## src/rtl/srpq_pkg.sv

```systemverilog
// srpq_pkg: shared types and codes for the sorted priority queue
// no dependencies; imported by the interfaces, the cell and the top level
`timescale 1ns / 1ps
`default_nettype none

package srpq_pkg;

    typedef enum logic
    {
        OP_ENQUEUE = 1'b0,
        OP_DEQUEUE = 1'b1
    } op_t;

    typedef enum logic [1:0]
    {
        STATUS_OK    = 2'd0,
        STATUS_FULL  = 2'd1,
        STATUS_EMPTY = 2'd2
    } status_t;

    typedef struct packed
    {
        logic enq;
        logic deq;
    } cell_ctrl_t;

endpackage

`default_nettype wire

```

## src/rtl/srpq_cell.sv

```systemverilog
// srpq_cell: one slot of the sorted chain, holds a key and payload
// depends on srpq_pkg for the shift control struct
`timescale 1ns / 1ps
`default_nettype none

module srpq_cell
    import srpq_pkg::*;
#(
    parameter int KEY_WIDTH     = 16,
    parameter int PAYLOAD_WIDTH = 32
)
(
    input  wire logic                            clk,
    input  wire cell_ctrl_t                      ctrl,
    input  wire logic                            occupied,
    input  wire logic signed [KEY_WIDTH-1:0]     new_key,
    input  wire logic        [PAYLOAD_WIDTH-1:0] new_payload,
    input  wire logic                            left_take,
    input  wire logic signed [KEY_WIDTH-1:0]     left_key,
    input  wire logic        [PAYLOAD_WIDTH-1:0] left_payload,
    input  wire logic signed [KEY_WIDTH-1:0]     right_key,
    input  wire logic        [PAYLOAD_WIDTH-1:0] right_payload,
    output      logic                            take,
    output      logic signed [KEY_WIDTH-1:0]     key,
    output      logic        [PAYLOAD_WIDTH-1:0] payload
);

    logic signed [KEY_WIDTH-1:0]     key_reg;
    logic signed [KEY_WIDTH-1:0]     key_next;
    logic        [PAYLOAD_WIDTH-1:0] payload_reg;
    logic        [PAYLOAD_WIDTH-1:0] payload_next;

    // new entry goes before the first slot that is free or holds a larger key
    assign take    = !occupied || (new_key < key_reg);
    assign key     = key_reg;
    assign payload = payload_reg;

    always_comb
    begin
        key_next     = key_reg;
        payload_next = payload_reg;
        if (ctrl.deq)
        begin
            key_next     = right_key;
            payload_next = right_payload;
        end
        else if (ctrl.enq && take)
        begin
            if (left_take)
            begin
                key_next     = left_key;
                payload_next = left_payload;
            end
            else
            begin
                key_next     = new_key;
                payload_next = new_payload;
            end
        end
    end

    always_ff @(posedge clk)
    begin
        key_reg     <= key_next;
        payload_reg <= payload_next;
    end

endmodule

`default_nettype wire

```

## config.mk

```make
export PLATFORM = sky130hd
export DESIGN_NAME = srpq_cell
export DESIGN_NICKNAME = d
export VERILOG_FILES = /design/src/rtl/srpq_pkg.sv /design/src/rtl/srpq_cell.sv
export SDC_FILE = /design/constraint.sdc
export NUM_CORES = 1
export LEC_CHECK = 0
export BUFFER_PORTS_ARGS = -buffer_cell sky130_fd_sc_hd__buf_4
export CORE_MARGIN = 4
export CORE_UTILIZATION = 38
export DETAILED_ROUTE_END_ITERATION = 6
export PLACE_DENSITY = 0.78
export SYNTH_ARGS = -nofsm -noshare
export SYNTH_HDL_FRONTEND = slang
export SYNTH_SLANG_ARGS = --single-unit
```

## constraint.sdc

```tcl
create_clock -name clk -period 4.5 [get_ports clk]
set_input_delay 0.45 -clock clk [delete_from_list [all_inputs] [get_ports clk]]
set_output_delay 0.45 -clock clk [all_outputs]
set_load 0.1 [all_outputs]
```

==> results of run 1 <==
[worst reg2reg max path: cells and delay by family, from the launching register on]
kind | cells | cell delay [ps]
multiplexers | 1 | 430
AND/OR/NAND/NOR | 1 | 200
AO/OA/AOI/OAI | 2 | 820
adder cells (fa/ha/maj) | 1 | 230
buffers and inverters | 2 | 570
flip-flops | 1 | 390
[final cells by class]
| type | instances | area (um^2) | area share, % |
|---|---|---|---|
| clock buffers | 6 | 72.6 | 1.62 |
| multi-input cells | 184 | 1290 | 28.9 |
| clock inverters | 2 | 11.3 | 0.251 |
| repair buffers | 198 | 1490 | 33.1 |
| flip-flops and latches | 48 | 1440 | 32.1 |
| well taps | 99 | 124 | 2.76 |
| inverters | 15 | 56.3 | 1.25 |
[cell usage after synthesis (2+ instances only)]
library cell	instances
edfxtp_1	48
ha_1	15
o21ai_0	49
clkbuf_1	12
a21o_1	2
nand4_1	2
nand2_1	49
buf_2	5
a21oi_1	5
mux2i_1	49
inv_1	15
[power groups by stage]
stage                     Combinational [mW]  Sequential (mW)  Clock [mW]
after floorplan                        0.149             1.05           0
after global placement                 0.818            0.602           0
after detailed placement               0.828            0.607           0
after CTS                              0.828            0.597       0.256
after global routing                   0.862            0.603       0.272
final                                  0.821            0.596       0.244
[per-layer routing]
metal	part of all wire, %	up-vias	wire, um
met5	0	-	0
li1	-	1331	-
met3	9.3	6	762
met2	54	114	4420
met4	0.94	0	77
met1	36	1166	2930
[metrics by stage]
stage / hold WS [ps] / instances / power [mW] / utilization, %
final: 434 / 552 / 1.66 / 61.9
after global placement: 730 / 544 / 1.42 / 60.7
after floorplan: 637 / 264 / 1.20 / -
after detailed placement: 736 / 544 / 1.43 / 60.7
after global routing: 428 / 552 / 1.74 / 61.9
after CTS: 423 / 552 / 1.68 / 61.9
[kinds of logic after synthesis]
kind of cell,Yosys count,share of synthesized area (%)
mux,50,17.6
buf+inv,32,4.43
fa+ha+maj,15,6.58
simple gates,59,8.82
compound gates,60,12.0
flops,48,50.6
[final timing paths]
path / slack (ps) / start / endpoint / depth (start not counted)
worst max-delay path: 1470 / key[6] / take / 7
worst min-delay path: 430 / right_payload[21] / payload[21] / 3
worst max register to register: 1470 / key[6] / payload[4] / 7
worst min register to register: 1130 / key[15] / key[6] / 4
==> out/metrics.yaml, run 1 <==
status: "completed"
clock.fmax_mhz: 330
syn-instance-count: 264
synthesis.nets: 428
layout.cells.most_common: "buf_4"
final_hold_viol_count: 0
share_seq_of_total_power_pct: 35.8
areaGrowthSynthToFinish_pct: 57.4
die_outline_area_um2: 8950
floorplan.core_area_um2: 7250
overflow_after_grt: 0
avgSynthCellArea_um2: 10.8
groute.usage.overall_pct: 17.4
synth-main-ff-cell: "edfxtp_1"
largest_reg_flops: 32
worst_ep_required_time_ps: 4050
via_count_of_the_first_global_routing_pass: 2665
max_cap_viol_count: 0
critPathMaxStageDelay_ps: 480
netSwitchingPower_uw: 759
met1_usage_pct: 18.7
peakVddDrop_mv: 0.142
int_pwr_uw: 902
post-cts-setup-buffers: 0
cts.sinks: 48
worst_hold_path_type: "primary input to flip-flop"
maximum_buffer_depth_of_the_clock_tree: 2
critical_path.max_fanout: 2
arrival_ps: 2580
routed_wl_mm: 8.19
clock_tree.htree_level_count: 2
insertedDiodeCount: 0
die_height_um: 94.6
critPathBufInv: 2
detail_route.iter0.violations: 70
cpLargestDelayFamily: "compound AO/OA/AOI/OAI gates"
dp_hpwl_mm: 6.62
min_period_over_period_pct: 67.4
cts_tree: "done"
globalplace.congestion: 0.774
crit_path_top_delay_cell: "a2111o_1"
pd_cells_nw_per_um2: 370
grt_setup_unrepaired: "false"
yosysSeqAreaShare_pct: 50.6
post_route_cells_drive_above_1_share_pct: 45.7
totalNegativeSetupSlack_ps: 0
setup_viol_count_final: 0
clock-root-buffer: "clkbuf_8"
antenna_violating_nets_post_route: 0
netlist.top_cell.by_area: "edfxtp_1"
dpl_worst_slack_ps: 1270
start_util_pct: 39.3
synth.cell_area_um2: 2850
num-fill-cells: 622
synth_enable_flop_cells: 48
cts_hold_buffers: 0
drc_errors: 0
static-leakage-power_nw: 2.20
floorplan.io_pins: 198
die_w_um: 94.6
worst-setup-path-type: "flip-flop to output port"
placement.io_buffers: 197
final.setup_skew_ps: 4.66
insertion_delay_ps: 290
pin_count_of_the_biggest_net_entering_global_routing: 99
grt_first_pass_wirelength_mm: 12.1
power_switching_share_pct: 45.7
stdcell_area_um2: 4490
grt_use_met3_pct: 4.94
worst_slew_margin_rel_pct: 45.9
worstPathCellList: "inv_1, ha_1, and3_1, a221o_1, a2111o_1, mux2_1, buf_4"
worst_path_clk_slew_ps: 90
critPathCaptureType: "output port"
fp-row-count: 31
worst_pin_slew_ps: 812
critPathLaunchType: "flip-flop"
synth_top_cells_by_area: "edfxtp_1, mux2i_1, o21ai_0"
number_of_pins_exceeding_their_max_slew_limit_in_the_final_report: 0
drt_first_pass_iters: 4
cts_resized: 0
antenna_found_initial: 0
post_drt_wl_per_cell_um: 14.8
met2_usage_pct: 32.9
detailroute.via_count: 2617
detail_routed_via_count_per_cell: 4.74
pwr-share-clk_pct: 14.7
dpl_cell_area_um2: 4400
final.setup.worst_slack_ps: 1470
synth_top_cell_area_share_pct: 50.6
cts_buffers: 5
final.min_clock_period_ps: 3030
nets: 616
postSynthRegisterBits: 48
grt.busiest_layer: "met2"
combinationalPowerShare_pct: 49.4
final_cell_mix: "buf_4, nand2_1, o21ai_0, mux2i_1, edfxtp_1"
synth_async_sr_flop_share_pct: 0
synth.distinct_cells: 24
yosys_warnings: 0
Power figures use the tool's default switching activity.
==> inputs of run 2 (changes only) <==
- ABC_AREA: unset -> 1
- CORE_UTILIZATION: 38 -> 42
- PLACE_DENSITY: 0.78 -> 0.82
- clock period: 4.5 -> 2.82 ns (I/O delays scaled with it)
==> run 2 against run 1 <==
Compared with the run above: cell count is 8.9% higher; via count rose by 18%; die area shrank 9.7%; critical path type unchanged; largest cell class unchanged; largest power group unchanged.
==> out/metrics.yaml, run 2 <==
antenna_found_initial: 0
worst-r2r-cell-count: 13
groute.usage.overall_pct: 22.7
design_power_total_mw: 2.50
final_hold_viol_count: 0
nets: 687
netlist.top_cell.by_area: "edfxtp_1"
stdcell_area_um2: 4490
areaGrowthSynthToFinish_pct: 59.6
yosysSeqAreaShare_pct: 51.2
max_cap_viol_count: 0
dp_hpwl_mm: 7.48
fin_hold_ws_ps: 308
status: "completed"
clock.fmax_mhz: 446
die_height_um: 89.9
synth_async_sr_flop_share_pct: 0
insertion_delay_ps: 290
post_drt_wl_per_cell_um: 15.8
final_std_cells_w_o_fill: 601
clock_tree.htree_level_count: 2
number_of_pins_exceeding_their_max_slew_limit_in_the_final_report: 0
totalNegativeSetupSlack_ps: 0
synthMostInstantiatedCell: "a21oi_1"
layout.cells.most_common: "buf_4"
worst_pin_slew_ps: 708
drt_first_pass_iters: 5
syn-instance-count: 335
worst-setup-path-type: "flip-flop to output port"
ys_top_cells_by_count: "a21oi_1, nand2_1, nor2_1"
post-cts-setup-buffers: 0
floorplan.io_pins: 198
grt_setup_unrepaired: "false"
dpl_cell_area_um2: 4390
setup_viol_count_final: 0
antenna_violating_nets_post_route: 0
min_delay_worst_endpoint: "payload[31]"
cts_buffers: 5
postSynthRegisterBits: 48
timing.hold.worst.start: "right_payload[31]"
fp-row-count: 29
peakVddDrop_mv: 0.262
synth_enable_flop_cells: 48
avgSynthCellArea_um2: 8.41
arrival_ps: 1960
crit_start: "key[1]"
globalplace.congestion: 0.921
routed_wl_mm: 9.47
cts_tree: "done"
regToRegEndpoint: "payload[24]"
final.setup_skew_ps: 8.17
cts_resized: 0
worst_ep_required_time_ps: 2540
static-leakage-power_nw: 2.18
synth-main-ff-cell: "edfxtp_1"
die_outline_area_um2: 8080
critPathCaptureType: "output port"
utilization_pct: 70.0
pd_cells_nw_per_um2: 556
place_inst: 593
overflow_after_grt: 0
synth_top_cell_area_share_pct: 51.2
cts_hold_buffers: 0
worst_slew_margin_rel_pct: 52.7
final.setup.worst_slack_ps: 578
r2r_setup_slack_ps: 750
start_util_pct: 43.9
post_route_cells_drive_above_1_share_pct: 40.8
critPathLaunchType: "flip-flop"
detail_routed_via_count_per_cell: 5.14
final.min_clock_period_ps: 2240
drc_errors: 0
via_count_of_the_first_global_routing_pass: 2966
critical_path.max_fanout: 2
regToRegStartpoint: "key[1]"
timing.hold.worst_path_depth: 3
final_cell_mix: "buf_4, a21oi_1, nand2_1, nor2_1, edfxtp_1"
clock-root-buffer: "clkbuf_8"
min_period_over_period_pct: 79.5
detail_route.iter0.violations: 119
maximum_buffer_depth_of_the_clock_tree: 2
placement.io_buffers: 197
pin_count_of_the_biggest_net_entering_global_routing: 50
detailroute.via_count: 3087
synth_top_cells_by_area: "edfxtp_1, a21oi_1, nand2_1"
dpl_worst_slack_ps: 699
die_w_um: 89.9
grt_first_pass_wirelength_mm: 14.8
floorplan.core_area_um2: 6420
insertedDiodeCount: 0
yosys_warnings: 0
synth.distinct_cells: 16
worst_hold_path_type: "primary input to flip-flop"
worst_path_clk_slew_ps: 90
synth.cell_area_um2: 2820
synthesis.nets: 499
largest_reg_flops: 32
cts.sinks: 48
run 2: where the power goes:
part	internal [mW]	switching, mW
Clock	0.263	0.213
Combinational	0.313	0.801
Sequential	0.881	0.0261
Total	1.46	1.04
run 2: final cells by class:
| class | instances | area, um^2 |
|---|---|---|
| clock buffer | 6 | 72.6 |
| clock inverter | 2 | 35.0 |
| fill | 529 | 1930 |
| inverter | 24 | 90.1 |
| multi-input combinational | 243 | 1240 |
| sequential | 48 | 1440 |
| tap | 77 | 96.3 |
| timing repair buffer | 201 | 1520 |
run 2: kinds of logic (layout without fill, tap and decap cells):
kind of cell	count (synthesis)	in the layout	synth area share [%]
flops	48	48	51.2
fa+ha+maj	15	15	6.66
simple gates	124	124	17.1
compound gates	104	104	18.5
buf+inv	44	233	6.53
run 2: critical path, stage by stage (launching register included):
cell and delay, ps:
edfxtp_1 400, inv_1 70, ha_1 220, nand2_1 70
nand2_1 70, nand2_1 70, nand2_1 60, nand2_1 60
nand2_1 50, nand2_1 70, nand3_1 110, nand3_4 110
buf_4 290
run 2: worst max-delay path by stage:
stage          slack (ps)  cells after the start     endpoint
6_report              580                     12         take
3_5_place_dp          700                     11  payload[19]
5_1_grt               420                     10         take
4_1_cts               550                     12         take
2_1_floorplan         -10                     11       key[0]
3_3_place_gp          740                     11  payload[22]
run 2: layer usage:
layer  GRT usage (%)  share of wire, %  vias up  routed length (um)
li1                -                 -     1512                   -
met1            25.5                36     1388                3450
met2            39.0                50      161                4730
met3            8.26                10       26                 948
met4            9.18               3.6        0                 340
met5               0                 0        -                   0
==> inputs of run 3 (changes only) <==
- CORE_UTILIZATION: 42 -> 38
- PLACE_DENSITY: 0.82 -> 0.78
- clock period: 2.82 -> 1.9 ns (I/O delays scaled with it)
==> run 3 against run 2 <==
Compared with the run above: the flow now finishes with violations (setup timing); largest power group unchanged; sequential share of layout area down 2.0 points; critical path depth down 1; clock power up 54%; clock skew down 1.7 ps; global-route usage down 2.3 points; sequential power up 49%; via count up 3.8%; register-to-register slack worse by 890 ps; combinational power up 60%.
==> out/metrics.yaml, run 3 (synthesized netlist as in run 2, its figures left out) <==
critPathLaunchType: "flip-flop"
globalplace.congestion: 0.826
drc_errors: 0
post_drt_wl_per_cell_um: 15.9
dpl_cell_area_um2: 4520
cts.sinks: 48
die_w_um: 94.1
largest_reg_flops: 32
antenna_violating_nets_post_route: 0
design_power_total_mw: 3.86
drt_first_pass_iters: 4
layout.cells.most_common: "buf_4"
fp-row-count: 31
final.min_clock_period_ps: 2060
detail_route.iter0.violations: 127
worst_slew_margin_rel_pct: 75.9
grt_setup_unrepaired: "true"
static-leakage-power_nw: 2.29
post_route_cells_drive_above_1_share_pct: 45.0
routed_wl_mm: 10.1
fin_hold_ws_ps: 215
grt_first_pass_wirelength_mm: 14.0
final_hold_viol_count: 0
number_of_pins_exceeding_their_max_slew_limit_in_the_final_report: 0
min_period_over_period_pct: 109
status: "complete, but fails checks"
cts_tree: "done"
worst_ep_required_time_ps: 1710
final_cell_mix: "buf_4, a21oi_1, nand2_1, nor2_1, edfxtp_1"
clock.fmax_mhz: 485
start_util_pct: 39.0
peakVddDrop_mv: 0.398
critPathCaptureType: "output port"
worst_hold_path_type: "primary input to flip-flop"
num-fill-cells: 615
dp_hpwl_mm: 7.72
cts_hold_buffers: 0
die_height_um: 94.1
clock-root-buffer: "clkbuf_8"
insertion_delay_ps: 300
final.setup.worst_slack_ps: -163
worst-setup-path-type: "flip-flop to output port"
areaGrowthSynthToFinish_pct: 69.9
nets: 701
maximum_buffer_depth_of_the_clock_tree: 2
antenna_found_initial: 0
totalNegativeSetupSlack_ps: -5750
pd_cells_nw_per_um2: 807
floorplan.core_area_um2: 7210
final.setup_skew_ps: 6.45
placement.io_buffers: 197
setup_viol_count_final: 49
cts_buffers: 5
detailroute.via_count: 3203
max_cap_viol_count: 0
clock_tree.htree_level_count: 2
floorplan.io_pins: 198
insertedDiodeCount: 0
worst_pin_slew_ps: 362
worst_path_clk_slew_ps: 90
via_count_of_the_first_global_routing_pass: 3148
stdcell_area_um2: 4790
arrival_ps: 1870
critical_path.max_fanout: 2
die_outline_area_um2: 8850
pin_count_of_the_biggest_net_entering_global_routing: 32
violations: "setup timing"
detail_routed_via_count_per_cell: 5.03
overflow_after_grt: 0
groute.usage.overall_pct: 20.4
[run 3: changes by cell type in the layout (fill, tap and decap cells not counted), sizes merged]
cell    before  now
buf        201  212
clkbuf       6    8
inv         23   24
[run 3: final cells by class]
class | count | area (um^2) | share of cell area [%]
Multi-Input combinational cell | 243 | 1290 | 27.0
Clock buffer | 5 | 68.8 | 1.44
Clock inverter | 3 | 42.5 | 0.889
Tap cell | 99 | 124 | 2.59
Inverter | 24 | 90.1 | 1.88
Sequential cell | 48 | 1440 | 30.1
Timing Repair Buffer | 215 | 1730 | 36.1
[run 3: final timing paths]
check                    start    endpoint  slack, ps  cells after the start
setup / recovery        key[5]        take       -160                     11
hold reg to reg        key[15]      key[2]       1400                      8
hold / removal    right_key[8]      key[8]        220                      3
setup reg to reg        key[5]  payload[9]       -140                     13
[run 3: power breakdown]
part / leakage, nW / switching, mW / internal [mW]
clock: 0.0558 / 0.344 / 0.390
sequential: 0.478 / 0.0398 / 1.31
combinational: 1.76 / 1.23 / 0.554
total: 2.29 / 1.61 / 2.25
[run 3: stage by stage]
stage          cells  utilization (%)  worst slack (ps)
5_1_grt          637             66.3              -296
6_report         637             66.3              -163
4_1_cts          632             64.8              -171
3_3_place_gp     624             62.6             -26.7
3_5_place_dp     624             62.6              -119
2_1_floorplan    335                -              -933
[run 3: per-layer routing]
| layer | up-vias | routed length, um | global-route usage (%) |
|---|---|---|---|
| met5 | - | 0 | 0 |
| met4 | 0 | 291 | 7.70 |
| met3 | 26 | 902 | 5.29 |
| met2 | 169 | 5380 | 38.8 |
| met1 | 1462 | 3570 | 21.0 |
| li1 | 1546 | - | - |
[run 3: timing repair]
action | CTS | global route
gates cloned | 0 | 3
resized for setup | 8 | 8
setup buffers | 0 | 2
endpoints found under the setup margin | 49 | 49
pin swaps | 5 | 7
[run 3: critical path, cell delays in order (launching register included)]
cell and delay [ps]:
edfxtp_1 410, inv_2 90, ha_4 200, a21oi_2 140, nor2_1 60, nor3_2 100
nand2_1 80, nand2_2 60, nand2_1 60, nand2_2 80, nand3_4 100, buf_12 180
